### src/rtl/core/grdfs_pkg.sv
// Shared types and constants for the graph reachability block.
package grdfs_pkg;

    // Width of a vertex number on the item channel
    localparam int FIELD_W = 7;

    // Operation codes of an input word
    localparam logic OP_ADD_EDGE = 1'b0;
    localparam logic OP_QUERY    = 1'b1;

    // Walk controller states
    typedef enum logic [2:0] {
        S_INIT,
        S_IDLE,
        S_EDGE_WR,
        S_POP,
        S_FETCH,
        S_SCAN,
        S_PUSH,
        S_DONE
    } t_state;

    // Adjacency memory port strobes
    typedef struct packed {
        logic rd_en;
        logic wr_en;
    } t_adj_ctl;

    // Walk stack commands
    typedef struct packed {
        logic push;
        logic pop;
        logic clear;
    } t_stk_ctl;

    // Finished query toward the output register
    typedef struct packed {
        logic valid;
        logic reachable;
    } t_result;

endpackage

### src/rtl/core/grdfs_stack.sv
// Walk stack: vertex memory with a depth pointer, push and registered pop.
module grdfs_stack import grdfs_pkg::*; #(
    parameter int VERTICES = 128,
    localparam int VW = $clog2(VERTICES),
    localparam int DW = $clog2(VERTICES + 1)
) (
    input  logic          i_clk,
    input  logic          i_rst_n,
    input  t_stk_ctl      i_ctl,
    input  logic [VW-1:0] i_push_vertex,
    output logic [VW-1:0] o_top_vertex,
    output logic          o_empty
);

    logic [VW-1:0] mem [VERTICES];
    logic [VW-1:0] r_top_vertex;
    logic [DW-1:0] r_depth;
    logic [DW-1:0] n_depth;
    logic [DW-1:0] depth_dec;

    assign depth_dec = r_depth - DW'(1);

    // Next depth: clear wins, then push, then pop
    always_comb begin
        n_depth = r_depth;
        if (i_ctl.clear) begin
            n_depth = '0;
        end else if (i_ctl.push) begin
            n_depth = r_depth + DW'(1);
        end else if (i_ctl.pop) begin
            n_depth = depth_dec;
        end
    end

    always_ff @(posedge i_clk) begin
        if (!i_rst_n) begin
            r_depth <= '0;
        end else begin
            r_depth <= n_depth;
        end
    end

    // Store a pushed vertex at the current depth
    always_ff @(posedge i_clk) begin
        if (i_ctl.push) begin
            mem[r_depth[VW-1:0]] <= i_push_vertex;
        end
    end

    // Read the top entry on pop
    always_ff @(posedge i_clk) begin
        if (i_ctl.pop) begin
            r_top_vertex <= mem[depth_dec[VW-1:0]];
        end
    end

    assign o_top_vertex = r_top_vertex;
    assign o_empty      = (r_depth == '0);

endmodule

### config.mk
export PLATFORM = sky130hd
export DESIGN_NAME = grdfs_stack
export DESIGN_NICKNAME = d
export VERILOG_FILES = /design/src/rtl/core/grdfs_pkg.sv /design/src/rtl/core/grdfs_stack.sv
export SDC_FILE = /design/constraint.sdc
export NUM_CORES = 1
export LEC_CHECK = 0
export BUFFER_PORTS_ARGS = -buffer_cell sky130_fd_sc_hd__buf_4
export CAP_MARGIN = 15
export CORE_MARGIN = 2
export CORE_UTILIZATION = 40
export CTS_CLUSTER_DIAMETER = 200
export CTS_CLUSTER_SIZE = 10
export DETAILED_ROUTE_END_ITERATION = 10
export GPL_ROUTABILITY_DRIVEN = 0
export GPL_TIMING_DRIVEN = 0
export SLEW_MARGIN = 15
export SYNTH_ARGS = -nofsm -noshare
export SYNTH_HDL_FRONTEND = slang
export SYNTH_SLANG_ARGS = --single-unit
### constraint.sdc
create_clock -name i_clk -period 6.75 [get_ports i_clk]
set_input_delay 0.3375 -clock i_clk [delete_from_list [all_inputs] [get_ports i_clk]]
set_output_delay 0.3375 -clock i_clk [all_outputs]
set_load 0.01 [all_outputs]
# Word-level counts from Yosys, hierarchy flattened
# Memory sizes are Yosys's and may differ from the RTL's. A register that Yosys moved wholly into a read port is not among the register bits.
# Index checks and enable logic that the tools add are counted.
# word_totals
word_cells	12
n_memories	1
input_bits	12
output_inout_bits	8
ff_bits	8
ram_bits	896
# classes
n_addsub	2
reduce_logical	3
muxes	4
bitwise_logic	1
# memory_table
name	depth	word_bits	rd	rd_clocked_by_memory_dff	write_ports	line	source
mem	128	7	1	1	1	grdfs_stack.sv:15	logic [VW-1:0] mem [VERTICES];
# ops
operator	n
8-bit 2-to-1 mux	2
8-bit by 1-bit adder with 8-bit output, second input constant	1
8-bit zero test	1
8-bit by 1-bit subtractor with 8-bit output, second input constant	1
1-bit 2-to-1 mux	2
2-bit nonzero test	1
2-bit OR reduction	1
1-bit inverter	1

# Logic depth before layout (Yosys ltp)
# Gate-level depths: netlist of the first run.
# depth
depth_word	3
depth_mapped	16
mapped_depth_nobuf	8

# Least setup slack after synthesis of the first run
# Ideal clock, no wire load.
# synth_path
kind	flip-flop to flip-flop
from	register r_depth[0]
to	register r_top_vertex[0] (netlist: o_top_vertex[0]) (read register of mem), data pin
slack_ns	3.394
path_buffers	8
synth_period_minus_slack_ns	3.356
arrival_time_ns	3.068
required_time_ns	6.462
setup_time_ns	0.288
stages_incl_launch_ff	16
cell_sequence	dfxtp_1 buf_2 buf_4 buf_4 buf_4 inv_1 buf_4 ha_1 buf_4 clkbuf_1 buf_2 mux4_2 mux2i_1 nor2_1 o31ai_1 a311oi_2
# synth_via
elab_chain_cells	1
# synth_rtl
item	line	source
start: declaration	grdfs_stack.sv:17	logic [DW-1:0] r_depth;
start signal: assignment	grdfs_stack.sv:39	r_depth <= n_depth;
8-bit by 1-bit subtractor with 8-bit output	grdfs_stack.sv:21	assign depth_dec = r_depth - DW'(1);
end: declaration	grdfs_stack.sv:16	logic [VW-1:0] r_top_vertex;
# No other way between the ends.
# A chain may end at the register's enable or synchronous reset.

# Worst setup path after layout of the first run
# layout_path
from	register r_depth[0]
to	register r_top_vertex[3] (netlist: o_top_vertex[3]) (read register of mem), data pin
# Same word-level chain as after synthesis.

==> flow_metrics.tcl, run 1 <==
set metrics [dict create \
    first_iter_violations 1905 \
    synth_simple_gate_area_share_pct 5.16 \
    track_usage_pct 19.0 \
    synth.area.top_cells "edfxtp_1 (76%), mux4_2 (14%), nand2_1 (1.8%)" \
    skew_ns 0.0217 \
    die-width_microns 304 \
    rr_worst_depth 15 \
    post-route-drc-count 0 \
    worst_hold_slack_ns 0.0378 \
    synth_top_family_by_area "multiplexers" \
    start_kind "flip-flop" \
    worstSetupPathType "reg2reg" \
    viasPerCell 5.70 \
    final-seq-area_sq_um 27300 \
    synthAdderAreaFrac_pct 0.105 \
    synth_compound_area_share_pct 1.63 \
    worst_hold_path_type "in2reg" \
    synth_area_per_cell_sq_um 19.7 \
    dieArea_sq_um 92200 \
    nFillCells 7487 \
    cts_tree "done" \
    root_buffer "clkbuf_16" \
    cts_buffer_depth 3 \
    hpwlAfterDp_microns 54800 \
    grt_max_degree 129 \
    finalCriticalPeriod_ns 5.19 \
    fin_crit_sh_pct 76.9 \
    maxCapViolations 0 \
    clk_latency_ns 0.65 \
    p_leak_nw 12.4 \
    crit_path_max_fanout 11 \
    synth_mux_area_share_pct 14.9 \
    fin_util_pct 45.5 \
    status "complete, no violations" \
    dr.pass1.iters 6 \
    tightest_slew_ns 1.21 \
    grt_pass1_wl_microns 128000 \
    max-vdd-ir-drop_mv 0.183 \
    stdcell_area_sq_um 40300 \
    netlist_instances 1827 \
    nNetsFinal 1968 \
    async_flop_share_pct 0 \
    yosysTopAreaCell "edfxtp_1" \
    grt_remaining_overflow 0 \
    vias 17919 \
    p_total_mw 12.0 \
    place_ws_ns 1.53 \
    cts.clk_slew.worst_paths_ns 0.05 \
    critPathArrivalTime_ns 5.57 \
    synth_nets 1842 \
    cts_setup_buffers 0 \
    synth.most_common_cell "edfxtp_1" \
    required_ns 7.13 \
    routed_wl_microns 87000 \
    hold_buffers 0 \
    drive_above_1_share_pct 22.0 \
    synth_common_cells "edfxtp_1 (903), mux4_2 (223), nand2_1 (168)" \
    ys_seq_elements 911 \
    placed_area_sq_um 37600 \
    finalSetupTns_ns 0 \
    yosysTopAreaCellShare_pct 75.5 \
    maxClockFrequency_mhz 193 \
    setup_ws_ns 1.56 \
    drv_slew 0 \
    critPathCaptureType "flip-flop" \
    ctsResizeCount 0 \
    antenna_found_initial 0 \
    seq_area_frac_synth_pct 75.9 \
    syn2layout_area_growth_pct 12.2 \
    wire_per_inst_microns 27.7 \
    cts_buffers 101 \
    power_per_cell_area_nw_per_um2 298 \
    io_buffers 18 \
    hold_viol_final 0 \
    start_util_pct 40.5 \
    num_rows 109 \
    postRouteAntennaNets 0 \
    synth_flop_cell "edfxtp_1" \
    yosys_warnings 0 \
    antenna-diode-count 0 \
    synth_edf_count 903 \
    grt_setup_unrepaired "no" \
    grt_pass1_vias 18713 \
    ios 20 \
    hold_depth 1 \
    synth_area_sq_um 35900 \
    cts.htree.levels 3 \
    fp.coreArea_sq_um 88600 \
    multi_input_area_sq_um 8000 \
    dp_cells 3014 \
    relSlewSlack_pct 19.0 \
    finalNonFillerCells 3143 \
    synthXorXnorAreaFrac_pct 0.415 \
    synth_cell_type_count 50 \
    chipHeight_microns 304 \
    finalSetupViolations 0 \
    cts_sinks 911 \
]
[cell families after synthesis]
family	Yosys count
compound gates	76
mux	254
buf+inv	136
xor+xnor	14
fa+ha+maj	3
simple gates	433
flops	911
[power by group]
| group | total (mW) | internal, mW | switching, mW |
|---|---|---|---|
| clock network | 4.71 | 2.67 | 2.04 |
| registers | 6.26 | 6.25 | 0.00671 |
| logic | 1.04 | 0.353 | 0.688 |
[cell usage in the layout, fill, tap and decap left out, types with 3 or more instances in the layout]
| cell type | n |
|---|---|
| nand3_1 | 58 |
| a31oi_1 | 15 |
| nor2b_1 | 8 |
| buf_6 | 11 |
| inv_1 | 30 |
| a32oi_1 | 14 |
| edfxtp_1 | 903 |
| mux4_2 | 223 |
| o21ai_0 | 3 |
| buf_4 | 27 |
| ha_1 | 3 |
| buf_2 | 41 |
| xnor2_1 | 7 |
| o31ai_1 | 10 |
| mux2i_1 | 29 |
| nand4_1 | 17 |
| nor3_2 | 4 |
| clkbuf_16 | 101 |
| xor2_1 | 4 |
| nand2b_1 | 3 |
| clkbuf_2 | 5 |
| o22ai_1 | 16 |
| nor2_1 | 153 |
| nand2_1 | 168 |
| clkbuf_1 | 57 |
| dfxtp_1 | 8 |
| or3_1 | 11 |
| buf_1 | 5 |
| a311oi_2 | 6 |
| inv_6 | 4 |
[critical path: stages (launching register included)]
cell and delay, ns:
dfxtp_1 0.34, buf_2 0.21, buf_4 0.28, buf_4 0.28
buf_4 0.25, inv_1 0.08, buf_4 0.21, ha_1 0.30
buf_4 0.22, buf_2 0.30, clkbuf_1 0.58, mux4_2 0.35
mux2i_1 0.14, a32oi_1 0.39, nand4_1 0.35, a311oi_2 0.62
[flip-flops by register name, indices dropped and copies added, names as in the netlist]
name,cells
r_depth,8
o_top_vertex,7
mem,896
[metal layers]
| layer | vias up | GRT usage, % | routed length [microns] |
|---|---|---|---|
| met5 | - | 0 | 0 |
| met4 | 0 | 5.99 | 2310 |
| met3 | 139 | 4.29 | 6720 |
| met1 | 9495 | 26.5 | 36700 |
| li1 | 7592 | - | - |
| met2 | 693 | 29.8 | 41300 |
[area by class of cell]
type | count | share of cell area [%]
plain buffers | 106 | 1.38
multi-input cells | 780 | 19.9
well taps | 1165 | 3.62
clock inverters | 6 | 0.168
inverters | 30 | 0.279
flip-flops and latches | 911 | 67.7
repair buffers | 23 | 0.574
clock buffers | 122 | 6.47
[worst paths after layout]
path / from / to / slack [ns]
max: r_depth[0]$_SDFFE_PP0P_ / o_top_vertex[3]$_DFFE_PP_ / 1.56
min: i_ctl[1] / o_top_vertex[2]$_DFFE_PP_ / 0.04
max reg2reg: r_depth[0]$_SDFFE_PP0P_ / o_top_vertex[3]$_DFFE_PP_ / 1.56
min reg2reg: r_depth[7]$_SDFFE_PP0P_ / r_depth[7]$_SDFFE_PP0P_ / 0.54
Power figures use the tool's default switching activity.
==> inputs of run 2 (changes only) <==
--- a/config.mk
+++ b/config.mk
@@ -5,6 +5,7 @@
 export SDC_FILE = /design/constraint.sdc
 export NUM_CORES = 1
 export LEC_CHECK = 0
+export ABC_AREA = 1
 export BUFFER_PORTS_ARGS = -buffer_cell sky130_fd_sc_hd__buf_4
 export CAP_MARGIN = 15
 export CORE_MARGIN = 2
==> constraint.sdc (replaced) <==
create_clock -name i_clk -period 5.29 [get_ports i_clk]
set_input_delay 0.2645 -clock i_clk [delete_from_list [all_inputs] [get_ports i_clk]]
set_output_delay 0.2645 -clock i_clk [all_outputs]
set_load 0.01 [all_outputs]
==> run 2 against run 1 <==
Net effect:
- wire length up 44%
- sequential share of layout area down 5.0 points
- first-iteration DRC count rose by 110%
- synthesized area up 7.8%
- largest power group unchanged
==> flow_metrics.tcl, run 2 <==
set metrics [dict create \
    clk_latency_ns 0.69 \
    nNetsFinal 3770 \
    yosys_warnings 0 \
    power_per_cell_area_nw_per_um2 369 \
    cts.htree.levels 3 \
    fin_crit_sh_pct 91.2 \
    track_usage_pct 25.1 \
    required_ns 5.79 \
    layout_commonest_cell "nand2_1" \
    synth_edf_count 903 \
    cts_setup_buffers 0 \
    synth_top_family_by_area "simple AND/OR/NAND/NOR gates" \
    grt_remaining_overflow 0 \
    seq_area_frac_synth_pct 70.5 \
    drive_above_1_share_pct 7.43 \
    worstSetupPathType "reg2reg" \
    seqPwrFrac_pct 49.7 \
    hpwlAfterDp_microns 84000 \
    grt_use_met2_pct 38.5 \
    synth.area.top_cells "edfxtp_1 (70%), nand2_1 (12%), nand3_1 (6.9%)" \
    critPathArrivalTime_ns 5.32 \
    synth_area_sq_um 38700 \
    vias 27455 \
    p_leak_nw 16.7 \
    synth_compound_area_share_pct 1.88 \
    ys_seq_elements 911 \
    netlist_instances 3618 \
    maxCapViolations 0 \
    syn2layout_area_growth_pct 12.5 \
    combPwrFrac_pct 11.3 \
    synthXorXnorAreaFrac_pct 0.129 \
    synth.most_common_cell "nand2_1" \
    finalSetupTns_ns 0 \
    root_buffer "clkbuf_16" \
    num_rows 114 \
    worst_hold_path_type "in2reg" \
    finalSetupViolations 0 \
    chipHeight_microns 315 \
    yosysTopAreaCellShare_pct 70.1 \
    grt_pass1_vias 25976 \
    cts_buffer_depth 3 \
    antenna_found_initial 5 \
    intPower_mw 11.9 \
    synth_common_cells "nand2_1 (1225), edfxtp_1 (903), nand3_1 (537)" \
    met1_usage_pct 34.0 \
    start_util_pct 40.2 \
    skew_ns 0.0287 \
    synth_mux_area_share_pct 0 \
    hold_viol_final 0 \
    dp_cells 4925 \
    power_frac_clock_pct 39.0 \
    cts_buffers 101 \
    met3_usage_pct 5.80 \
    synth_cell_type_count 29 \
    dieArea_sq_um 99300 \
    cts_tree "done" \
    nFillCells 8856 \
    swShare_pct 26.0 \
    synth_flop_cell "edfxtp_1" \
    yosysTopAreaCell "edfxtp_1" \
    viasPerCell 5.41 \
    post-route-drc-count 0 \
    postRouteAntennaNets 0 \
    grt_pass1_wl_microns 178000 \
    maxClockFrequency_mhz 207 \
    async_flop_share_pct 0 \
    synth_area_per_cell_sq_um 10.7 \
    critPathCaptureType "flip-flop" \
    tightest_slew_ns 1.40 \
    busiest_layer "met2" \
    crit_path_max_fanout 11 \
    wire_per_inst_microns 24.7 \
    layout_common_cells "nand2_1 (1225), edfxtp_1 (903), nand3_1 (537), nor2_1 (301), inv_1 (274)" \
    switching_power_mw 4.18 \
    first_iter_violations 3922 \
    finalNonFillerCells 5071 \
    final-seq-area_sq_um 27300 \
    ios 20 \
    relSlewSlack_pct 6.98 \
    largest_reg_flops 896 \
    r2r_slack_ns 0.47 \
    cts_sinks 911 \
    drv_slew 0 \
    synth_simple_gate_area_share_pct 22.1 \
    status "complete, no violations" \
    grt_max_degree 89 \
    synth_nets 3633 \
    io_buffers 18 \
    dr.pass1.iters 7 \
    grt_setup_unrepaired "no" \
    fp.coreArea_sq_um 96300 \
    finalCriticalPeriod_ns 4.82 \
    start_kind "flip-flop" \
    synthAdderAreaFrac_pct 0.0970 \
    max-vdd-ir-drop_mv 0.256 \
    routed_wl_microns 125000 \
    die-width_microns 315 \
    multi_input_area_sq_um 9400 \
    cts.clk_slew.worst_paths_ns 0.06 \
]
## run 2: changes by cell type in the layout (fill, tap and decap cells not counted), sizes merged, moves of 16 or more
cell | previous run | this run
nand2 | 168 | 1226
nand3 | 58 | 538
inv | 34 | 285
mux4 | 224 | 0
nor2 | 153 | 302
o21ai | 4 | 91
buf | 88 | 169
clkbuf | 163 | 203
mux2i | 29 | 0
o211ai | 2 | 29
o22ai | 16 | 0
## run 2: cells by family (layout without fill, tap and decap cells)
family	after synthesis	in the layout
AO/OA/AOI/OAI	129	129
AND/OR/NAND/NOR	2083	2083
flip-flops	911	911
adder cells (fa/ha/maj)	3	3
XOR/XNOR	4	4
other	0	2
buffers and inverters	488	663
## run 2: timing repair
action / 4_1_cts / 5_1_grt
hold buffers: 3 / 0
hold endpoints to repair: 17 / 0
resized for setup: 0 / 0
## run 2: layout make-up
| cell class | instances | area share (%) |
|---|---|---|
| diodes | 2 | 0.0115 |
| plain buffers | 207 | 2.31 |
| clock buffers | 134 | 6.14 |
| clock inverters | 7 | 0.244 |
| inverters | 281 | 2.43 |
| multi-input cells | 2219 | 21.6 |
| flip-flops and latches | 911 | 62.6 |
| well taps | 1276 | 3.67 |
| repair buffers | 34 | 0.963 |
## run 2: routing by layer
layer,vias up,wire length [microns]
li1,12390,-
met1,13186,49400
met2,1573,55300
met3,306,14200
met4,0,6270
met5,-,0
## run 2: worst max-delay path, stage by stage (launching register included)
cell and delay [ns]:
dfxtp_1 0.32, buf_6 0.13, inv_4 0.13, buf_6 0.22, buf_2 0.29, buf_2 0.38
ha_1 0.20, buf_2 0.22, clkbuf_1 0.69, clkbuf_1 0.87, nand2_1 0.12, nand3_1 0.12
nand3_1 0.14, nand3_1 0.18, nand3_1 0.19, nand2_1 0.11, nand2_1 0.05, nand2_1 0.24
## run 2: power groups by stage
stage | clock network (mW) | logic [mW] | registers (mW)
after global placement | 0 | 1.72 | 8.14
after CTS | 6.31 | 1.75 | 7.99
after detailed placement | 0 | 1.75 | 8.14
after global routing | 6.56 | 1.89 | 7.99
final | 6.27 | 1.82 | 7.99
after floorplan | 0 | 0.880 | 8.14
## run 2: per-stage QoR
stage	hold WS [ns]	utilization (%)	power, mW	cell area [sq um]	setup slack (ns)
2_1_floorplan	0.363	-	9.02	38700	2.69
3_3_place_gp	0.492	42.0	9.86	40400	0.771
3_5_place_dp	0.499	42.3	9.88	40700	0.772
4_1_cts	0.0308	45.2	16.1	43500	0.741
5_1_grt	0.0494	45.2	16.4	43500	0.458
6_report	0.0479	45.2	16.1	43500	0.466
## run 2: path summary, 6_finish.rpt
kind                                                   to  cells past startpoint                     from
worst min-delay path                 mem[57][0]$_DFFE_PP_                      1         i_push_vertex[0]
worst max-delay path            o_top_vertex[3]$_DFFE_PP_                     17  r_depth[0]$_SDFFE_PP0P_
worst max register to register  o_top_vertex[3]$_DFFE_PP_                     17  r_depth[0]$_SDFFE_PP0P_
worst min register to register    r_depth[7]$_SDFFE_PP0P_                      2  r_depth[7]$_SDFFE_PP0P_
